File: src/hdl/plr_pkg.sv
`default_nettype none
// ----------------------------------------------------------------------------
// Palette retint package
// Shared constants, codes and constant-coefficient helpers for the palette
// luminance retint unit.
// ----------------------------------------------------------------------------
package plr_pkg;

    localparam int PLR_PALETTE_DEPTH = 256;

    localparam int PLR_CH_W    = 8;
    localparam int PLR_IDX_W   = 11;
    localparam int PLR_SUM_W   = 18;
    localparam int PLR_RATIO_W = 16;
    localparam int PLR_PROD_W  = 24;
    localparam int PLR_WORD_W  = 32;

    localparam logic [1:0] ACT_LOAD   = 2'd0;
    localparam logic [1:0] ACT_RETINT = 2'd1;
    localparam logic [1:0] ACT_READ   = 2'd2;

    localparam logic [2:0] CFG_REF_RED    = 3'd0;
    localparam logic [2:0] CFG_REF_GREEN  = 3'd1;
    localparam logic [2:0] CFG_REF_BLUE   = 3'd2;
    localparam logic [2:0] CFG_TINT_RED   = 3'd3;
    localparam logic [2:0] CFG_TINT_GREEN = 3'd4;
    localparam logic [2:0] CFG_TINT_BLUE  = 3'd5;

    // Reciprocal constants: x/1000 = ((x>>3)*33555)>>22 for x < 2^18,
    // and z/255 = (z*65794)>>24 for z < 2^16.
    localparam logic [15:0] DIV1000_MUL = 16'd33555;
    localparam logic [16:0] DIV255_MUL  = 17'd65794;
    localparam logic [PLR_PROD_W-1:0] SAT_LIMIT = 24'd65280;

    function automatic logic [PLR_SUM_W-1:0] plr_wsum(
        input logic [PLR_CH_W-1:0] r,
        input logic [PLR_CH_W-1:0] g,
        input logic [PLR_CH_W-1:0] b
    );
        return PLR_SUM_W'(r) * 18'd299 + PLR_SUM_W'(g) * 18'd587
             + PLR_SUM_W'(b) * 18'd114;
    endfunction

    function automatic logic [PLR_CH_W-1:0] plr_div1000(
        input logic [PLR_SUM_W-1:0] x
    );
        logic [14:0] y;
        logic [30:0] p;
        y = x[17:3];
        p = 31'(y) * 31'(DIV1000_MUL);
        return p[29:22];
    endfunction

endpackage
`default_nettype wire

File: src/hdl/plr_divider.sv
`default_nettype none
// ----------------------------------------------------------------------------
// Ratio divider
// Restoring radix-2 divider, one quotient bit per cycle.
// ----------------------------------------------------------------------------
module plr_divider
    import plr_pkg::*;
(
    input  wire logic                   i_clk,
    input  wire logic                   i_rst_n,
    input  wire logic                   i_start,
    input  wire logic [PLR_RATIO_W-1:0] i_dividend,
    input  wire logic [PLR_CH_W-1:0]    i_divisor,
    output logic                        o_done,
    output logic      [PLR_RATIO_W-1:0] o_quotient
);

    localparam int CW = $clog2(PLR_RATIO_W);

    logic                   r_busy;
    logic [CW-1:0]          r_cnt;
    logic [PLR_CH_W-1:0]    r_divisor;
    logic [PLR_CH_W-1:0]    r_rem;
    logic [PLR_RATIO_W-1:0] r_quo;
    logic [PLR_CH_W:0]      trial;
    logic                   take;

    assign trial = {r_rem, r_quo[PLR_RATIO_W-1]};
    assign take  = (trial >= {1'b0, r_divisor});

    always_ff @(posedge i_clk) begin
        if (!i_rst_n) begin
            r_busy <= 1'b0;
            r_cnt  <= '0;
        end else if (i_start) begin
            r_busy <= 1'b1;
            r_cnt  <= '0;
        end else if (r_busy) begin
            r_cnt <= r_cnt + 1'b1;
            if (r_cnt == CW'(PLR_RATIO_W - 1)) begin
                r_busy <= 1'b0;
            end
        end
    end

    always_ff @(posedge i_clk) begin
        if (i_start) begin
            r_divisor <= i_divisor;
            r_rem     <= '0;
            r_quo     <= i_dividend;
        end else if (r_busy) begin
            r_rem <= take ? PLR_CH_W'(trial - {1'b0, r_divisor}) : trial[PLR_CH_W-1:0];
            r_quo <= {r_quo[PLR_RATIO_W-2:0], take};
        end
    end

    assign o_done     = r_busy && (r_cnt == CW'(PLR_RATIO_W - 1));
    assign o_quotient = r_quo;

endmodule
`default_nettype wire

File: config.mk
export PLATFORM = sky130hd
export DESIGN_NAME = plr_divider
export DESIGN_NICKNAME = d
export VERILOG_FILES = /design/src/hdl/plr_pkg.sv /design/src/hdl/plr_divider.sv
export SDC_FILE = /design/constraint.sdc
export NUM_CORES = 1
export LEC_CHECK = 0
export ABC_AREA = 1
export BUFFER_PORTS_ARGS = -buffer_cell sky130_fd_sc_hd__buf_2
export CAP_MARGIN = 5
export CORE_UTILIZATION = 54
export CTS_CLUSTER_DIAMETER = 150
export DETAILED_ROUTE_END_ITERATION = 7
export PLACE_DENSITY = 0.82
export SYNTH_ARGS = -nofsm -noshare
export SYNTH_HDL_FRONTEND = slang
export SYNTH_SLANG_ARGS = --single-unit
File: constraint.sdc
create_clock -name i_clk -period 1.95 [get_ports i_clk]
set_input_delay 0.0975 -clock i_clk [delete_from_list [all_inputs] [get_ports i_clk]]
set_output_delay 0.0975 -clock i_clk [all_outputs]
set_load 0.005 [all_outputs]
==> flow_metrics.env <==
export IMPL_outcome="finished clean"
export IMPL_first_pass_iters=5
export IMPL_end_kind="flop"
export IMPL_cts_tree="done"
export IMPL_grtUsageTotal_pct=24.3
export IMPL_power_uw=1780
export IMPL_io_pin_count=44
export IMPL_synth_area_per_cell_sq_um=8.56
export IMPL_fin_tns_setup_ns=0
export IMPL_start_util_pct=57.9
export IMPL_clkPwrFrac_pct=29.1
export IMPL_cts_root_buf="clkbuf_4"
export IMPL_start_kind="flop"
export IMPL_p_int_uw=1310
export IMPL_switchingPower_uw=469
export IMPL_antenna_found_initial=0
export IMPL_rsz0062_at_grt="no"
export IMPL_diodes=0
export IMPL_drc=0
export IMPL_vias=1704
export IMPL_routabilityCongestion=0.897
export IMPL_setup_viol=0
export IMPL_grt_pass1_wl_mm=7.47
export IMPL_peakVddDrop_mv=0.539
export IMPL_combPwrFrac_pct=18.2
export IMPL_fin_crit_ns=1.74
export IMPL_hold_viol=0
export IMPL_slew_headroom_pct=58.4
export IMPL_utilization_pct=70.7
export IMPL_grt_pass1_vias=1740
export IMPL_path_class="flop to flop"
export IMPL_required_ns=2.20
export IMPL_hold_ws_ns=0.0262
export IMPL_syn_num_nets=268
export IMPL_p_leak_uw=0.00122
export IMPL_layout_nets=325
export IMPL_synthesis_area_sq_um=1980
export IMPL_synth_warnings=0
export IMPL_finalClockSkew_ns=0.0103
export IMPL_ys_seq_area_share_pct=49.6
export IMPL_wl_per_cell_um=12.2
export IMPL_syn_to_final_growth_pct=22.1
export IMPL_drv_cap=0
export IMPL_drive_gt1_share_pct=23.2
export IMPL_dpl_hpwl_mm=2.93
export IMPL_io_buffer_count=43
export IMPL_die_h_um=62.5
export IMPL_drtAntennaViolNets=0
export IMPL_insertion_delay_ns=0.34
export IMPL_die_area_sq_um=3910
export IMPL_syn_instance_count=231
export IMPL_min_path_type="primary input to flop"
export IMPL_critPathArrivalTime_ns=1.99
export IMPL_drt_iter0_markers=104
export IMPL_power_density_nw_per_um2=735
export IMPL_cts_buffer_depth=2
export IMPL_overflow=0
export IMPL_viasPerCell=5.09
export IMPL_h_tree_depth=2
export IMPL_clk_pin_slew_worst_paths_ns=0.12
export IMPL_wl_mm=4.10
export IMPL_switching_share_pct=26.4
export IMPL_clock_fmax_ghz=0.574
export IMPL_synth_cell_type_count=28
export IMPL_crit_fanout=2
export IMPL_final_period_utilization_pct=89.3
export IMPL_power_frac_seq_pct=52.7
export IMPL_core_area_sq_um=3420
export IMPL_reg2reg_slack_ns=0.21
export IMPL_grt_max_degree=22
export IMPL_slew_violations=0
export IMPL_fp_row_count=21
export IMPL_fp_dieW_um=62.5
export IMPL_clock_sinks=37
export IMPL_cts_buffers=5
export IMPL_tightest_slew_ns=0.624
export IMPL_synth_seq_cells=37
==> placed cells by master (no fill, tap or decap), types with 5 or more instances in the layout <==
cell / instances
nand3b_1: 7
nand3_1: 16
edfxtp_1: 24
a21oi_1: 6
nand2_1: 92
clkbuf_4: 5
dfxtp_1: 13
buf_2: 43
inv_1: 21
dlygate4sd3_1: 9
ha_1: 9
nor2_1: 11
==> power by group through the flow <==
stage                     logic (uW)  clock network (uW)  registers (uW)
after floorplan                  199                   0             949
after global placement           300                   0             951
after detailed placement         307                   0             952
after CTS                        324                 527             935
after global routing             370                 561             944
final                            323                 517             936
==> state kept, by name, summed over array words and instances, names as in the netlist <==
signal,count
o_quotient,16
r_divisor,8
r_rem,8
r_cnt,4
r_busy,1
==> area by class of cell <==
cell class	instances	area [sq um]
Clock inverter	3	41.3
Fill cell	291	1000
Timing Repair Buffer	54	320
Inverter	26	97.6
Sequential cell	37	981
Multi-Input combinational cell	164	881
Clock buffer	5	37.5
Tap cell	46	57.6
==> critical path: stages, from the launching register on <==
cell and delay, ns:
edfxtp_1 0.35, inv_1 0.05, ha_1 0.22, fa_1 0.42, inv_1 0.10, a21oi_1 0.09, xor2_1 0.19, nand2_1 0.08
nand3_1 0.09, nand2_1 0.05
==> per-stage QoR <==
step	setup WS, ns	instances	instance area (sq um)
floorplan	0.383	231	1980
global route	0.0941	335	2420
CTS	0.190	335	2420
detailed placement	0.257	318	2250
finish	0.209	335	2420
global placement	0.275	318	2250
==> cells by family after synthesis <==
logic type / share of synthesized area, %
buffers and inverters: 5.88
xor gates and xnor gates: 1.33
and+or+nand+nor: 33.5
adders and majority gates: 6.70
AOI/OAI and AO/OA: 3.04
DFF: 49.6
==> cell usage after synthesis (all sizes together) <==
library cell,instances,share of area [%]
nand2,97,20
o21ai,3,0.76
xor2,3,1.3
a31oi,1,0.32
dfxtp,13,13
a21oi,6,1.5
nand3,18,5.4
a41oi,1,0.44
or2,1,0.44
edfxtp,24,36
ha,9,5.7
nand4,2,0.63
fa,1,1.0
nor3,1,0.51
inv,24,4.6
nor2,14,4.0
nand3b,7,2.7
buf,4,0.95
clkinv,2,0.38
==> routing by layer <==
metal / share of wire, % / track usage [%] / vias up
met5: 0 / 0 / -
met4: 2.0 / 9.30 / 0
met3: 4.6 / 4.93 / 9
met2: 51 / 40.5 / 44
met1: 42 / 30.9 / 788
li1: - / - / 863
==> what timing repair did <==
action / in CTS / in global routing
hold buffers: 9 / 0
hold endpoints to repair: 9 / 0
gates resized for setup: 0 / 0
buffers inserted: 0 / 0
==> path summary, 6_finish.rpt <==
| kind | start | to | cells after the start |
|---|---|---|---|
| max | o_quotient[15] | r_rem[4] | 9 |
| min | i_dividend[15] | o_quotient[15] | 3 |
| max reg2reg | o_quotient[15] | r_rem[4] | 9 |
| min reg2reg | r_cnt[3] | r_busy | 1 |
Note: power is estimated with default switching activity, not from simulation.
