**src/hdl/plr_pkg.sv**
```systemverilog
`default_nettype none
// ----------------------------------------------------------------------------
// Palette retint package
// Shared constants, codes and constant-coefficient helpers for the palette
// luminance retint unit.
// ----------------------------------------------------------------------------
package plr_pkg;

    localparam int PLR_PALETTE_DEPTH = 256;

    localparam int PLR_CH_W    = 8;
    localparam int PLR_IDX_W   = 11;
    localparam int PLR_SUM_W   = 18;
    localparam int PLR_RATIO_W = 16;
    localparam int PLR_PROD_W  = 24;
    localparam int PLR_WORD_W  = 32;

    localparam logic [1:0] ACT_LOAD   = 2'd0;
    localparam logic [1:0] ACT_RETINT = 2'd1;
    localparam logic [1:0] ACT_READ   = 2'd2;

    localparam logic [2:0] CFG_REF_RED    = 3'd0;
    localparam logic [2:0] CFG_REF_GREEN  = 3'd1;
    localparam logic [2:0] CFG_REF_BLUE   = 3'd2;
    localparam logic [2:0] CFG_TINT_RED   = 3'd3;
    localparam logic [2:0] CFG_TINT_GREEN = 3'd4;
    localparam logic [2:0] CFG_TINT_BLUE  = 3'd5;

    // Reciprocal constants: x/1000 = ((x>>3)*33555)>>22 for x < 2^18,
    // and z/255 = (z*65794)>>24 for z < 2^16.
    localparam logic [15:0] DIV1000_MUL = 16'd33555;
    localparam logic [16:0] DIV255_MUL  = 17'd65794;
    localparam logic [PLR_PROD_W-1:0] SAT_LIMIT = 24'd65280;

    function automatic logic [PLR_SUM_W-1:0] plr_wsum(
        input logic [PLR_CH_W-1:0] r,
        input logic [PLR_CH_W-1:0] g,
        input logic [PLR_CH_W-1:0] b
    );
        return PLR_SUM_W'(r) * 18'd299 + PLR_SUM_W'(g) * 18'd587
             + PLR_SUM_W'(b) * 18'd114;
    endfunction

    function automatic logic [PLR_CH_W-1:0] plr_div1000(
        input logic [PLR_SUM_W-1:0] x
    );
        logic [14:0] y;
        logic [30:0] p;
        y = x[17:3];
        p = 31'(y) * 31'(DIV1000_MUL);
        return p[29:22];
    endfunction

endpackage
`default_nettype wire

```
**src/hdl/plr_scale.sv**
```systemverilog
`default_nettype none
// ----------------------------------------------------------------------------
// Channel scaler
// Two-stage unit shared by the three channels: tint times ratio, then a
// saturating divide by 255 through a reciprocal multiply.
// ----------------------------------------------------------------------------
module plr_scale
    import plr_pkg::*;
(
    input  wire logic                   i_clk,
    input  wire logic [PLR_CH_W-1:0]    i_tint,
    input  wire logic [PLR_RATIO_W-1:0] i_ratio,
    output logic      [PLR_CH_W-1:0]    o_chan
);

    logic [PLR_PROD_W-1:0] r_prod;
    logic [PLR_CH_W-1:0]   r_chan;
    logic [32:0]           recip;

    assign recip = 33'(r_prod[15:0]) * 33'(DIV255_MUL);

    always_ff @(posedge i_clk) begin
        r_prod <= PLR_PROD_W'(i_tint) * PLR_PROD_W'(i_ratio);
        if (r_prod >= SAT_LIMIT) begin
            r_chan <= '1;
        end else begin
            r_chan <= recip[31:24];
        end
    end

    assign o_chan = r_chan;

endmodule
`default_nettype wire

```
**config.mk**
```make
export PLATFORM = sky130hd
export DESIGN_NAME = plr_scale
export DESIGN_NICKNAME = d
export VERILOG_FILES = /design/src/hdl/plr_pkg.sv /design/src/hdl/plr_scale.sv
export SDC_FILE = /design/constraint.sdc
export NUM_CORES = 1
export LEC_CHECK = 0
export ABC_CLOCK_PERIOD_IN_PS = 13350
export BUFFER_PORTS_ARGS = -buffer_cell sky130_fd_sc_hd__buf_2
export CORE_ASPECT_RATIO = 2
export CORE_MARGIN = 2
export CORE_UTILIZATION = 41
export CTS_BUF_LIST = sky130_fd_sc_hd__clkbuf_4 sky130_fd_sc_hd__clkbuf_8
export DETAILED_ROUTE_END_ITERATION = 10
export PLACE_DENSITY = 0.57
export SYNTH_ARGS = -nofsm -noshare
export SYNTH_HDL_FRONTEND = slang
export SYNTH_SLANG_ARGS = --single-unit
```
**constraint.sdc**
```tcl
create_clock -name i_clk -period 13.35 [get_ports i_clk]
set_clock_uncertainty 0.05 [all_clocks]
set_input_delay 4.005 -clock i_clk [delete_from_list [all_inputs] [get_ports i_clk]]
set_output_delay 4.005 -clock i_clk [all_outputs]
set_load 0.05 [all_outputs]
```
==> results.cfg, run 1 <==
[outcome]
status = finished, final reports clean

[route]
final_antenna_net_count = 0
drt_iter0_markers = 178
avgViaCountPerCell = 5.053
wirelength_mm = 13.00
drt-pass1-iter-count = 4
vias = 4492
drc = 0
wl_per_cell_um = 14.62

[clock_tree]
cts_tree = built
htree_levels = 2
clk_latency_ps = 290
cts-buffers-inserted = 5
cts_sinks = 32
cts-root-buf = clkbuf_8
post_cts_resized = 0
clock_path_buffers = 2
path_clk_slew_ps = 70
ctsHoldBuffers = 0
post_cts_buffers = 0

[logic_synthesis]
synth_top_cell_by_area = fa_1
yosys_register_bits = 32
synth_flop_cell = dfxtp_1
yosys_warnings = 0
syn-num-nets = 879
yosysSeqAreaShare_pct = 10.54
async_flop_share_pct = 0
synth_top_cell_area_share_pct = 27.67
synthesis.area_sq_um = 6078
synthTopCellsByArea = fa_1 28%, ha_1 22%, and2_1 12%
synth_cells = 662
syn_area_per_cell_sq_um = 9.182
synth_enable_flop_cells = 0
ys_types = 42

[final_layout]
drive_above_1_share_pct = 7.061
area_delta_synth_final_pct = 7.760
nFillCells = 1550
layout.cell_area.non_filler_sq_um = 6550
fin_nets = 910
final_cell_mix = 112 x and2_1, 112 x inv_1, 108 x ha_1
register_area_sq_um = 640.6
multiInputGateArea_sq_um = 4987
antenna_cells = 0

[setup_path]
ff2ff_path_depth = 11
critPathLaunchType = input port
crit_path_max_fanout = 16
cp.arrival_ps = 8220
crit_path_end_kind = flop
setup.worst_path.class = input port to flop
cp.required_ps = 13480

[placement]
dp_hpwl_mm = 11.00
placed_area_sq_um = 6452
io_buffer_count = 32
place_congestion = 0.7853

[sta]
fin_crit_ps = 8091
rsz0062_at_grt = no
fmaxAchievable_mhz = 123.6
slew_headroom_pct = 62.21
maxSlewViolCount = 0
worst_pin_slew_ps = 566.9
hold_viol_final = 0
setup_tns_ps = 0
setup_viol = 0
period_share_pct = 60.61

[die]
core-area_sq_um = 14660
num_rows = 63
initial_utilization_pct = 41.46
die_area_sq_um = 15870
die_width_um = 90.10
io-pin-count = 33
die_y_um = 176.2

[power_and_ir_drop]
ir_drop_uv = 131.8
p_leak_nw = 3.346
power_density_nw_per_um2 = 203.5

[hold_path]
min_path_cells = 4
hold_class = flop to flop

[global_routing]
antenna_found_initial = 0
grt_pass1_vias = 5026
grt_pass1_wl_mm = 23.63
grt_usage_pct = 18.25
grt_max_degree = 17
grt_overflow = 0

[job]
drv_cap = 0
-- kinds of logic after synthesis --
family          synth area share (%)
buf+inv                        7.410
xor+xnor                       3.026
simple gates                   18.26
flops                          10.54
fa+ha+maj                      49.90
compound gates                 10.87
-- synthesized netlist by cell type (all sizes together) (3+ instances only) --
library cell and instances:
and2 112, inv 112, ha 108, fa 84, nand2 45, dfxtp 32
a21oi 26, o21ai 22, xnor2 17, nor2 10, a21o 9, nand3 9
a211oi 8, clkbuf 8, and3 7, a31oi 5, o21a 5, xor2 4
and4 3, nand4 3, nor3 3, o211ai 3, o21bai 3
-- cell type report --
cell class,count,area share [%]
Sequential cell,32,9.780
Timing Repair Buffer,32,2.445
Multi-Input combinational cell,510,76.14
Clock inverter,2,0.2292
Tap cell,195,3.725
Inverter,112,6.418
Clock buffer,6,1.261
-- layer usage --
metal / global-route usage [%] / share of wire, % / up-vias
li1: - / - / 2216
met1: 22.23 / 44 / 2198
met2: 34.46 / 53 / 60
met3: 1.963 / 1.8 / 18
met4: 3.846 / 2.0 / 0
met5: 0 / 0 / -
-- final timing paths --
check	from	endpoint	slack (ps)
worst min-delay path	r_prod[19]	o_chan[0]	580
worst max register to register	r_prod[15]	o_chan[7]	9770
worst min register to register	r_prod[19]	o_chan[0]	580
worst max-delay path	i_tint[7]	r_prod[20]	5260
-- registers in the layout, indices dropped and copies added (netlist names) --
register	cells
o_chan	8
r_prod	24
-- power by group --
group          switching (mW)  internal [mW]
clock                  0.0381         0.0417
sequential             0.0374          0.139
combinational           0.606          0.471
-- critical path: stages --
cell,delay [ps]
buf_2,250
nand2_1,120
fa_1,530
fa_1,550
inv_1,60
fa_1,530
inv_1,50
fa_1,520
inv_1,40
ha_1,340
o211ai_1,110
o21bai_1,300
o21bai_1,180
a211o_1,300
a31o_2,210
xnor2_1,110
-- through the flow --
| stage | util [%] | setup WS (ps) | hold WS [ps] | power, mW | cells |
|---|---|---|---|---|---|
| floorplan | - | 5256 | 476.1 | 1.014 | 662 |
| global placement | 44.01 | 4979 | 567.0 | 1.257 | 881 |
| detailed placement | 44.01 | 4922 | 562.0 | 1.271 | 881 |
| CTS | 44.67 | 5211 | 587.4 | 1.358 | 889 |
| global route | 44.67 | 4901 | 626.6 | 1.540 | 889 |
| finish | 44.67 | 5259 | 579.1 | 1.333 | 889 |
No activity file was read; power rests on OpenSTA's default activity.
==> run 2: changes to the inputs <==
- ABC_CLOCK_PERIOD_IN_PS: 13350 -> 6900
- PLACE_DENSITY: 0.57 -> 0.59
- clock period: 13.35 -> 6.9 ns (I/O delays scaled with it)
==> run 2 against run 1 <==
  * Power up 96%
  * Final area grew 0.32%
  * Critical path type unchanged
  * Sequential share of layout area barely moved
  * Register-to-register slack got worse by 6400 ps
  * Non-clock buffer count rose by 1
==> results.cfg, run 2 (synthesized netlist as in run 1, its figures left out) <==
[route]
drc = 0
drt-pass1-iter-count = 4
avgViaCountPerCell = 5.054
vias = 4498
wl_met2_mm = 7.100
final_antenna_net_count = 0
wl_per_cell_um = 14.89
wirelength_mm = 13.25
wl_met3_um = 252
highest_layer = met4
drt-met1-wl_mm = 5.689
drt_iter0_markers = 126

[clock_tree]
path_clk_slew_ps = 70
cts_tree = built
cts_sinks = 32
clock_path_buffers = 2
cts-root-buf = clkbuf_8
htree_levels = 2
clk_latency_ps = 290
cts-buffers-inserted = 5
post_cts_resized = 0
post_cts_buffers = 0
ctsHoldBuffers = 0

[die]
die_area_sq_um = 15870
die_y_um = 176.2
io-pin-count = 33
initial_utilization_pct = 41.46
die_width_um = 90.10
num_rows = 63
core-area_sq_um = 14660

[global_routing]
antenna_found_initial = 0
grt_max_degree = 17
grt_usage_pct = 18.59
grt_overflow = 0
grt_pass1_vias = 4964
grt_pass1_wl_mm = 23.97

[placement]
placed_area_sq_um = 6460
place_congestion = 0.8183
dp_hpwl_mm = 11.08
io_buffer_count = 32

[final_layout]
antenna_cells = 0
layout.cell_area.non_filler_sq_um = 6571
nFillCells = 1529
final_cell_mix = 112 x and2_1, 112 x inv_1, 108 x ha_1
top_register = r_prod
area_delta_synth_final_pct = 8.110
fin_nets = 911
largest_reg_flops = 24
drive_above_1_share_pct = 7.194

[setup_path]
crit_path_end_kind = flop
cp_slowest_stage_delay_ps = 550
setup.worst_path.class = input port to flop
ff2ff_path_depth = 11
crit_top_cell = fa_1
cp.required_ps = 7040
cp_slowest_cell = fa_1
crit_path_max_fanout = 16
cp.arrival_ps = 6350
critPathLaunchType = input port
path_cells = buf_2 -> nand2_1 -> fa_1 -> fa_1 -> inv_1 -> fa_1 -> inv_1 -> fa_1 -> inv_1 -> ha_1 -> o211ai_1 -> o21bai_1 -> o21bai_1 -> a211o_1 -> a31o_2 -> xnor2_1

[power_and_ir_drop]
power_mw = 2.619
ir_drop_uv = 239.4
p_leak_nw = 3.361
power_density_nw_per_um2 = 398.5

[sta]
maxSlewViolCount = 0
hold_viol_final = 0
rsz0062_at_grt = no
period_share_pct = 90.05
slew_headroom_pct = 63.48
setup_viol = 0
fmaxAchievable_mhz = 160.9
fin_crit_ps = 6213
worst_pin_slew_ps = 547.7
setup_tns_ps = 0

[job]
drv_cap = 0

[hold_path]
hold_class = flop to flop
min_path_cells = 4

[outcome]
status = finished, final reports clean
==> run 2: cell count changes in the layout (fill, tap and decap cells not counted), sizes merged <==
cell,delta
clkinv,+1
buf,+1
clkbuf,-1
bufinv,+1
clkinvlp,-1
==> run 2: power breakdown <==
part	switching, mW	total (mW)	internal, mW
logic	1.18	2.09	0.915
clock network	0.0752	0.182	0.107
registers	0.0739	0.343	0.269
total	1.33	2.62	1.29
==> run 2: cell type report <==
cell class | instances | area, sq um | area share [%]
timing repair buffer | 33 | 167.7 | 2.551
multi-input combinational | 510 | 4987 | 75.89
clock inverter | 3 | 42.54 | 0.6474
clock buffer | 5 | 68.82 | 1.047
tap | 195 | 244.0 | 3.713
sequential | 32 | 640.6 | 9.749
inverter | 112 | 420.4 | 6.398
==> run 2: worst paths after layout <==
check | from | to | slack (ps)
worst max register to register | r_prod[15] | o_chan[7] | 3360
worst min register to register | r_prod[17] | o_chan[5] | 570
worst min-delay path | r_prod[17] | o_chan[5] | 570
worst max-delay path | i_tint[7] | r_prod[20] | 690
==> run 2: worst max-delay path, delay by kind of cell <==
family	cells	cell delay, ps
compound gates	5	1140
xor+xnor	1	110
fa+ha+maj	5	2480
buf+inv	4	410
simple gates	1	130
==> run 2: metal layers <==
layer / vias to the layer above / track usage (%)
met5: - / 0
met4: 0 / 3.846
met3: 17 / 1.707
met2: 58 / 34.96
met1: 2201 / 23.00
li1: 2222 / -
==> run 2: stage by stage <==
| step | setup slack (ps) | hold slack, ps | std cells | utilization [%] |
|---|---|---|---|---|
| final | 686.8 | 573.3 | 890 | 44.82 |
| after global routing | 400.1 | 647.8 | 890 | 44.82 |
| after global placement | 453.9 | 573.1 | 882 | 44.06 |
| after CTS | 689.0 | 583.9 | 890 | 44.82 |
| after detailed placement | 366.4 | 559.0 | 882 | 44.06 |
| after floorplan | 740.8 | 476.1 | 662 | - |
